[src/design/tdl_pkg.sv]
// ----------------------------------------------------------------------------
// tdl_pkg
// Shared types and constants of the three-phase duty limiter.
// ----------------------------------------------------------------------------
package tdl_pkg;

    localparam int TDL_DIV_STAGES = 8;
    localparam int TDL_PHASE_LAT  = TDL_DIV_STAGES + 3;
    localparam int TDL_LAT        = 3 * TDL_PHASE_LAT + 1;

    typedef enum logic {
        CFG_MID_COUNT     = 1'b0,
        CFG_MAX_MAGNITUDE = 1'b1
    } t_cfg_idx;

    // Side data that travels with one phase check through the divider.
    typedef struct packed {
        logic               hit;
        logic               neg;
        logic               sy;
        logic               sz;
        logic [14:0]        lim;
        logic [15:0]        mag;
        logic signed [15:0] x;
        logic signed [15:0] y;
        logic signed [15:0] z;
    } t_side;

endpackage

[src/design/tdl_div_stage.sv]
// ----------------------------------------------------------------------------
// tdl_div_stage
// One registered stage of a restoring divider, two quotient bits per stage.
// ----------------------------------------------------------------------------
module tdl_div_stage (
    input  logic        i_clk,
    input  logic        i_en,
    input  logic [15:0] i_rem,
    input  logic [15:0] i_q,
    input  logic [15:0] i_mag,
    output logic [15:0] o_rem,
    output logic [15:0] o_q
);
    logic [15:0] r_rem, n_rem;
    logic [15:0] r_q, n_q;
    logic [16:0] t0, t1;
    logic [15:0] rem1;
    logic [15:0] q1;

    always_comb begin
        t0 = {i_rem, i_q[15]};
        if (t0 >= {1'b0, i_mag}) begin
            rem1 = 16'(t0 - {1'b0, i_mag});
            q1   = {i_q[14:0], 1'b1};
        end else begin
            rem1 = t0[15:0];
            q1   = {i_q[14:0], 1'b0};
        end
        t1 = {rem1, q1[15]};
        if (t1 >= {1'b0, i_mag}) begin
            n_rem = 16'(t1 - {1'b0, i_mag});
            n_q   = {q1[14:0], 1'b1};
        end else begin
            n_rem = t1[15:0];
            n_q   = {q1[14:0], 1'b0};
        end
    end

    always_ff @(posedge i_clk) begin
        if (i_en) begin
            r_rem <= n_rem;
            r_q   <= n_q;
        end
    end

    assign o_rem = r_rem;
    assign o_q   = r_q;
endmodule

[src/design/tdl_phase.sv]
// ----------------------------------------------------------------------------
// tdl_phase
// Pipelined check of one phase: if it exceeds the limit, clamps it and scales the other two.
// ----------------------------------------------------------------------------
module tdl_phase (
    input  logic               i_clk,
    input  logic               i_en,
    input  logic [14:0]        i_lim,
    input  logic signed [15:0] i_x,
    input  logic signed [15:0] i_y,
    input  logic signed [15:0] i_z,
    output logic signed [15:0] o_x,
    output logic signed [15:0] o_y,
    output logic signed [15:0] o_z
);
    import tdl_pkg::*;

    t_side              r_s0, n_s0;
    logic signed [31:0] r_py, r_pz, n_py, n_pz;
    t_side              r_s1, n_s1;
    logic [29:0]        ay, az;
    logic [15:0]        rem_y [TDL_DIV_STAGES+1];
    logic [15:0]        q_y   [TDL_DIV_STAGES+1];
    logic [15:0]        rem_z [TDL_DIV_STAGES+1];
    logic [15:0]        q_z   [TDL_DIV_STAGES+1];
    logic [15:0]        r_rem_y, r_q_y, r_rem_z, r_q_z;
    t_side              r_sd [TDL_DIV_STAGES];
    t_side              sd   [TDL_DIV_STAGES+1];
    logic signed [15:0] r_x, r_y, r_z, n_x, n_y, n_z;
    logic [16:0]        mag_x;
    t_side              sl;

    always_comb begin
        mag_x      = i_x[15] ? 17'(-{i_x[15], i_x}) : {1'b0, i_x};
        n_s0       = '0;
        n_s0.hit   = mag_x > {2'b00, i_lim};
        n_s0.neg   = i_x[15];
        n_s0.lim   = i_lim;
        n_s0.mag   = mag_x[15:0];
        n_s0.x     = i_x;
        n_s0.y     = i_y;
        n_s0.z     = i_z;
        n_py       = 32'(i_y * $signed({1'b0, i_lim}));
        n_pz       = 32'(i_z * $signed({1'b0, i_lim}));
        n_s1       = r_s0;
        n_s1.sy    = r_py[31];
        n_s1.sz    = r_pz[31];
    end

    always_ff @(posedge i_clk) begin
        if (i_en) begin
            r_s0    <= n_s0;
            r_py    <= n_py;
            r_pz    <= n_pz;
            r_s1    <= n_s1;
            r_rem_y <= {2'b00, ay[29:16]};
            r_q_y   <= ay[15:0];
            r_rem_z <= {2'b00, az[29:16]};
            r_q_z   <= az[15:0];
        end
    end

    assign ay = r_py[31] ? 30'(-r_py) : r_py[29:0];
    assign az = r_pz[31] ? 30'(-r_pz) : r_pz[29:0];

    assign rem_y[0] = r_rem_y;
    assign q_y[0]   = r_q_y;
    assign rem_z[0] = r_rem_z;
    assign q_z[0]   = r_q_z;
    assign sd[0]    = r_s1;

    for (genvar g = 0; g < TDL_DIV_STAGES; g++) begin : g_div
        tdl_div_stage u_dy (
            .i_clk (i_clk), .i_en (i_en), .i_rem (rem_y[g]), .i_q (q_y[g]),
            .i_mag (sd[g].mag),
            .o_rem (rem_y[g+1]), .o_q (q_y[g+1])
        );
        tdl_div_stage u_dz (
            .i_clk (i_clk), .i_en (i_en), .i_rem (rem_z[g]), .i_q (q_z[g]),
            .i_mag (sd[g].mag),
            .o_rem (rem_z[g+1]), .o_q (q_z[g+1])
        );
        always_ff @(posedge i_clk) begin
            if (i_en) begin
                r_sd[g] <= sd[g];
            end
        end
        assign sd[g+1] = r_sd[g];
    end

    always_comb begin
        sl = sd[TDL_DIV_STAGES];
        if (sl.hit) begin
            n_x = sl.neg ? -$signed({1'b0, sl.lim}) : $signed({1'b0, sl.lim});
            n_y = sl.sy ? 16'(-q_y[TDL_DIV_STAGES]) : q_y[TDL_DIV_STAGES];
            n_z = sl.sz ? 16'(-q_z[TDL_DIV_STAGES]) : q_z[TDL_DIV_STAGES];
        end else begin
            n_x = sl.x;
            n_y = sl.y;
            n_z = sl.z;
        end
    end

    always_ff @(posedge i_clk) begin
        if (i_en) begin
            r_x <= n_x;
            r_y <= n_y;
            r_z <= n_z;
        end
    end

    assign o_x = r_x;
    assign o_y = r_y;
    assign o_z = r_z;
endmodule

[config.mk]
export PLATFORM = sky130hd
export DESIGN_NAME = tdl_phase
export DESIGN_NICKNAME = d
export VERILOG_FILES = /design/src/design/tdl_pkg.sv /design/src/design/tdl_div_stage.sv /design/src/design/tdl_phase.sv
export SDC_FILE = /design/constraint.sdc
export NUM_CORES = 2
export LEC_CHECK = 0
export BUFFER_PORTS_ARGS = -buffer_cell sky130_fd_sc_hd__buf_2
export CORE_MARGIN = 2
export CORE_UTILIZATION = 45
export CTS_CLUSTER_DIAMETER = 40
export DETAILED_ROUTE_END_ITERATION = 8
export GPL_TIMING_DRIVEN = 0
export PLACE_DENSITY = 0.7
export SLEW_MARGIN = 5
export SYNTH_ARGS = -nofsm -noshare
export SYNTH_HDL_FRONTEND = slang
export SYNTH_SLANG_ARGS = --single-unit
export TNS_END_PERCENT = 1
[constraint.sdc]
create_clock -name i_clk -period 7.46 [get_ports i_clk]
set_clock_uncertainty 0.2 [all_clocks]
set_input_delay 0.373 -clock i_clk [delete_from_list [all_inputs] [get_ports i_clk]]
set_output_delay 0.373 -clock i_clk [all_outputs]
set_load 0.05 [all_outputs]
# Word-level counts from Yosys, hierarchy flattened
# Memories as Yosys holds them, arrays and structs flattened.
# Cells that the tools add are included.
# W data, S select, Z words.
# op_classes
addsub,36
n_mul,2
order_cmp,33
muxes,73
# op_table
op,n
$mux W16,36
$ge A17 B16 Y1,30
$sub A16 B16 Y16,28
$mul A16 B16 Y32,2
$mux W30,2
$neg A30 Y30,2
$mux W1,34
$ge A15 B16 Y1,2
$neg A16 Y16,2
$sub A15 B16 Y16,2
$gt A17 B15 Y1,1
$mux W17,1
$neg A17 Y17,1
$neg A15 Y16,1
# word_totals
ff_bits,816
ramBits,664
in_bits,65
out_inout_bits,48
word_cells,200
n_memories,1
# memory_table
memory,depth,word_bits,rd,rd_ports_with_merged_regs,wr,line,source
r_sd,8,83,8,0,8,tdl_phase.sv:27,t_side r_sd [TDL_DIV_STAGES];

# Longest topological paths before layout
# An unclocked memory read counts as a cell.
# logic_depth
ltp_word,5
depth_mapped,26
ltp_nobuf,24

# Cells and area by module
# A second synthesis with hierarchy kept.
# unflattened
hier_cells,7909
hier_area_um2,96407.5
# modules_own_cells
module,instances,cells_each,area_per_inst_um2,seq_area_each_um2
tdl_phase,1,3501,50694.9,28917.7
tdl_div_stage at g_div[0].u_dy ...,15,274,2844.0,960.9
tdl_div_stage at g_div[7].u_dz,1,298,3052.9,960.9

# Least setup slack after synthesis
# Ideal clock, no wire load.
# synth_path
path_type,input-to-reg
startpoint,in i_y[15]
endpoint,reg r_py[31] (data pin)
setup_time_ns,0.262
arrival_time_ns,6.079
t_required_ns,6.998
slack_ns,0.919
path_stages,22
n_path_buf,1
path_cell_list,clkbuf_1 -> nand2_1 -> inv_1 -> fa_1 -> inv_1 -> fa_1 -> inv_1 -> fa_1 -> fa_1 -> fa_1 -> inv_1 -> fa_1 -> inv_1 -> ha_1 -> and3_1 -> o21ai_0 -> and2_1 -> a211o_1 -> a311oi_1 -> a21o_1 -> a21oi_1 -> xor2_1
# synth_via
elab_chain_len,1
# synth_rtl
element,line,source
from (decl),tdl_phase.sv:10,"input logic signed [15:0] i_y,"
$mul A16 B16 Y32,tdl_phase.sv:43,"n_py = 32'(i_y * $signed({1'b0, i_lim}));"
net n_py[31],tdl_phase.sv:19,"logic signed [31:0] r_py, r_pz, n_py, n_pz;"
to (signal assigned),tdl_phase.sv:53,r_py <= n_py;
to (decl),tdl_phase.sv:19,
# The timed path passes the listed nets, and every way through them passes these cells.
# A chain may end at the register's enable or synchronous reset.

# Final worst setup path
# layout_path
startpoint,in i_y[2]
endpoint,reg r_py[31] (data pin)
# Same word-level chain as after synthesis.

==> run summary <==
Placer Congestion: 0.9445
worst hold path type: in -> reg
CORE AREA: 204600 sq um
Hold Path Sink: n_s1[46]$_DFFE_PP_
H-tree levels: 4
Rows: 166
R2R cell count: 24
die height: 457.5 um
global-route wire length before repair: 351.0 mm
total vias in the final route: 59777
Final Max Slew Viols: 0
kind of critical path: in -> reg
Synth Area in Adders: 0.2069
Residual DRC: 0
met2 routed WL: 106.5 mm
IO Port Bufs: 112
Peak Freq: 134.6 MHz
Unique masters post-synth: 88
nets@finish: 9373
die area: 209300 sq um
register area: 43330 sq um
Worst Hold Path Cells: 2
cell at the root of the clock tree: clkbuf_16
sequential fraction of the synthesis area: 0.4682
initial DRC count: 4626
Chip Width: 457.5 um
Worst-Margin Slew: 1.209 ns
wire length on met3: 12.85 mm
CTS Buf Count: 189
FFs w/ async S/R, synth: 0
CTS Sinks: 1443
Compound-Gate Fraction of Synth Area: 0.09522
syn_nets: 8999
mux cell area share after synthesis: 0.04477
most common cell after layout, fill and taps aside: edfxtp_1
r2r endpoint: g_div[1].u_dz.o_rem[10]$_DFFE_PP_
RSZ-0062 raised after global routing: yes
initial core utilization: 0.4523
drt pass-1 iters: 6
multi-input combinational cell area: 45290 sq um
CTS tree: built
Clk Latency, worst-skew pair: 0.82 ns
synthesized instance count: 7717
RR Startpoint: r_sd[0][50]$_DFFE_PP_
DR vias/cell: 5.462
synth warn: 0
Layout fillers: 17298
xor and xnor area share after synthesis: 0.04969
layout cell share with drive strength beyond 1: 0.1099
top sig layer: met5
pre-CTS WS: -1.105 ns
CTS clk-pin slew, worst paths: 0.06 ns
remaining antenna violation count: 0
Synth Register Bits: 1443
Tot GR Track Use: 0.2168
Setup crit start kind: input port
WP data arrival: 7.74 ns
reg-to-reg slack, setup: 0.27 ns
worst setup path start: i_y[2]
hold path startpoint: i_x[14]
Post-Synth Simple-Gate Area: 0.09156
commonest cells after routing, fill and taps aside: 1443 x edfxtp_1, 900 x inv_1, 695 x ha_1, 530 x nand2_1, 522 x fa_1
number of global-route vias before repair: 60883
Metal-1 WL: 96.54 mm
ys flop type: edfxtp_1
combinational family with the most area after synthesis: adder cells
Hold Vio Cnt, Final: 0
DR WL/cell: 20.62 um
relative slew slack: 0.1872
endpoints failing setup: 0
status: completed
Bufs on Longest Clock Path: 3
setup slack after layout: 0.03160 ns
Layout area overhead: 12.54%
synthesized area: 92540 sq um
syn avg cell area: 11.99 sq um
hpwl dp: 175.8 mm
routed wire length: 225.7 mm
largest net degree at the start of global routing: 175
Post-synth EDFFs: 1443
total gr overflow: 0
crit path max fanout: 10
initial antenna violation count: 19
period utilization: 0.9958
crit path capture type: flop
Data required, critical path: 7.78 ns
Tmin final: 7.428 ns
Max Cap Viol: 0
IO Count: 113
-- per-stage QoR --
step | TNS [ns] | std cells | hold WS (ns) | area (sq um) | utilization
after floorplan | 0 | 7717 | 0.2003 | 92540 | -
after global placement | - | 10517 | 0.2003 | 96470 | 0.4715
after detailed placement | -12.33 | 10526 | 0.2045 | 96730 | 0.4728
after CTS | 0 | 10939 | 0.05783 | 104000 | 0.5083
after global routing | -0.2381 | 10942 | 0.09925 | 104100 | 0.5090
final | 0 | 10945 | 0.1196 | 104100 | 0.5091
-- cell usage after synthesis, types with 9 or more instances --
library cell,instances,area share
nor2_1,359,0.015
o41ai_1,27,0.0026
a31o_2,15,0.0014
or2_2,17,0.0011
ha_1,695,0.094
or4_1,18,0.0015
nor3_1,110,0.0059
a21boi_0,17,0.0014
xnor2_1,370,0.035
mux2i_1,34,0.0037
mux2_2,326,0.040
and3_1,19,0.0013
nand2b_1,54,0.0037
buf_2,24,0.0013
nor4_1,45,0.0030
o211ai_1,25,0.0020
a2111oi_0,9,0.00085
a21o_1,161,0.013
clkbuf_1,122,0.0049
inv_1,904,0.037
edfxtp_1,1443,0.47
o21ai_0,308,0.017
nor2b_1,84,0.0057
o21bai_1,48,0.0039
a211oi_1,40,0.0032
nand4_1,82,0.0055
o21a_1,88,0.0071
a21oi_1,392,0.021
or3_1,29,0.0020
o31a_1,25,0.0024
a211o_1,13,0.0012
fa_1,522,0.11
xor2_1,155,0.015
nand3_1,100,0.0054
o41a_1,11,0.0013
a221oi_1,13,0.0012
nand2_1,530,0.021
o31ai_1,50,0.0041
a31oi_1,39,0.0026
and2_1,256,0.017
-- worst max path at each step --
stage                    endpoint  slack, ns  cells after the start
2_1_floorplan  r_py[31]$_DFFE_PP_       0.92                     22
3_3_place_gp   r_s1[80]$_DFFE_PP_     -16.18                      1
3_5_place_dp   r_py[31]$_DFFE_PP_      -1.10                     23
4_1_cts        r_py[31]$_DFFE_PP_       0.01                     23
5_1_grt        r_py[31]$_DFFE_PP_      -0.15                     22
6_report       r_py[31]$_DFFE_PP_       0.03                     23
-- area by class of cell --
| class | count | share of cell area |
|---|---|---|
| Buffer | 145 | 0.006031 |
| Clock inverter | 152 | 0.01730 |
| Timing Repair Buffer | 193 | 0.01475 |
| Sequential cell | 1443 | 0.4161 |
| Multi-Input combinational cell | 5213 | 0.4348 |
| Inverter | 906 | 0.03280 |
| Antenna cell | 5 | 0.0001201 |
| Tap cell | 2688 | 0.03229 |
| Clock buffer | 200 | 0.04581 |
-- layer usage --
layer,up-vias,global-route usage
li1,28217,-
met4,4,0.08874
met5,-,0
met1,29331,0.2852
met2,1786,0.3576
met3,439,0.03466
-- state kept, by name (all words and copies together), names as in the netlist, 31 cells and up --
| register | count |
|---|---|
| g_div.u_dz.o_q | 128 |
| r_s1 | 81 |
| r_pz | 31 |
| g_div.u_dy.o_rem | 112 |
| g_div.u_dz.o_rem | 112 |
| r_py | 31 |
| g_div.u_dy.o_q | 128 |
| r_sd | 633 |
| n_s1 | 79 |
-- worst max-delay path, stage by stage --
cell	delay, ns
dlygate4sd3_1	0.57
buf_2	0.25
clkbuf_1	0.51
nand2_1	0.17
fa_1	0.48
fa_1	0.55
inv_1	0.05
fa_1	0.56
fa_1	0.49
fa_1	0.52
inv_1	0.06
fa_1	0.52
inv_1	0.04
ha_1	0.35
a21o_1	0.18
a21o_1	0.17
a311oi_1	0.33
o211a_1	0.28
a211o_1	0.21
a311oi_1	0.15
a21o_1	0.21
a21oi_1	0.19
xor2_1	0.51
-- what timing repair did --
| action | CTS | global route |
|---|---|---|
| endpoints found under the setup margin | 71 | 110 |
| hold buffers | 64 | 0 |
| pin swaps | 0 | 1 |
| cloned | 0 | 0 |
| gates resized for setup | 10 | 45 |
| buffers inserted | 0 | 8 |
| endpoints found under the hold margin | 233 | 0 |
-- kinds of logic after synthesis --
kind of cell / Yosys count
flip-flops: 1443
adder cells (fa/ha/maj): 1217
buffers and inverters: 1061
AND/OR/NAND/NOR: 1736
AO/OA/AOI/OAI: 1366
multiplexers: 369
XOR/XNOR: 525
Power is left out: the tool's default activity adds up to more than one toggle a clock period on the data nets, which glitch-free logic cannot reach.
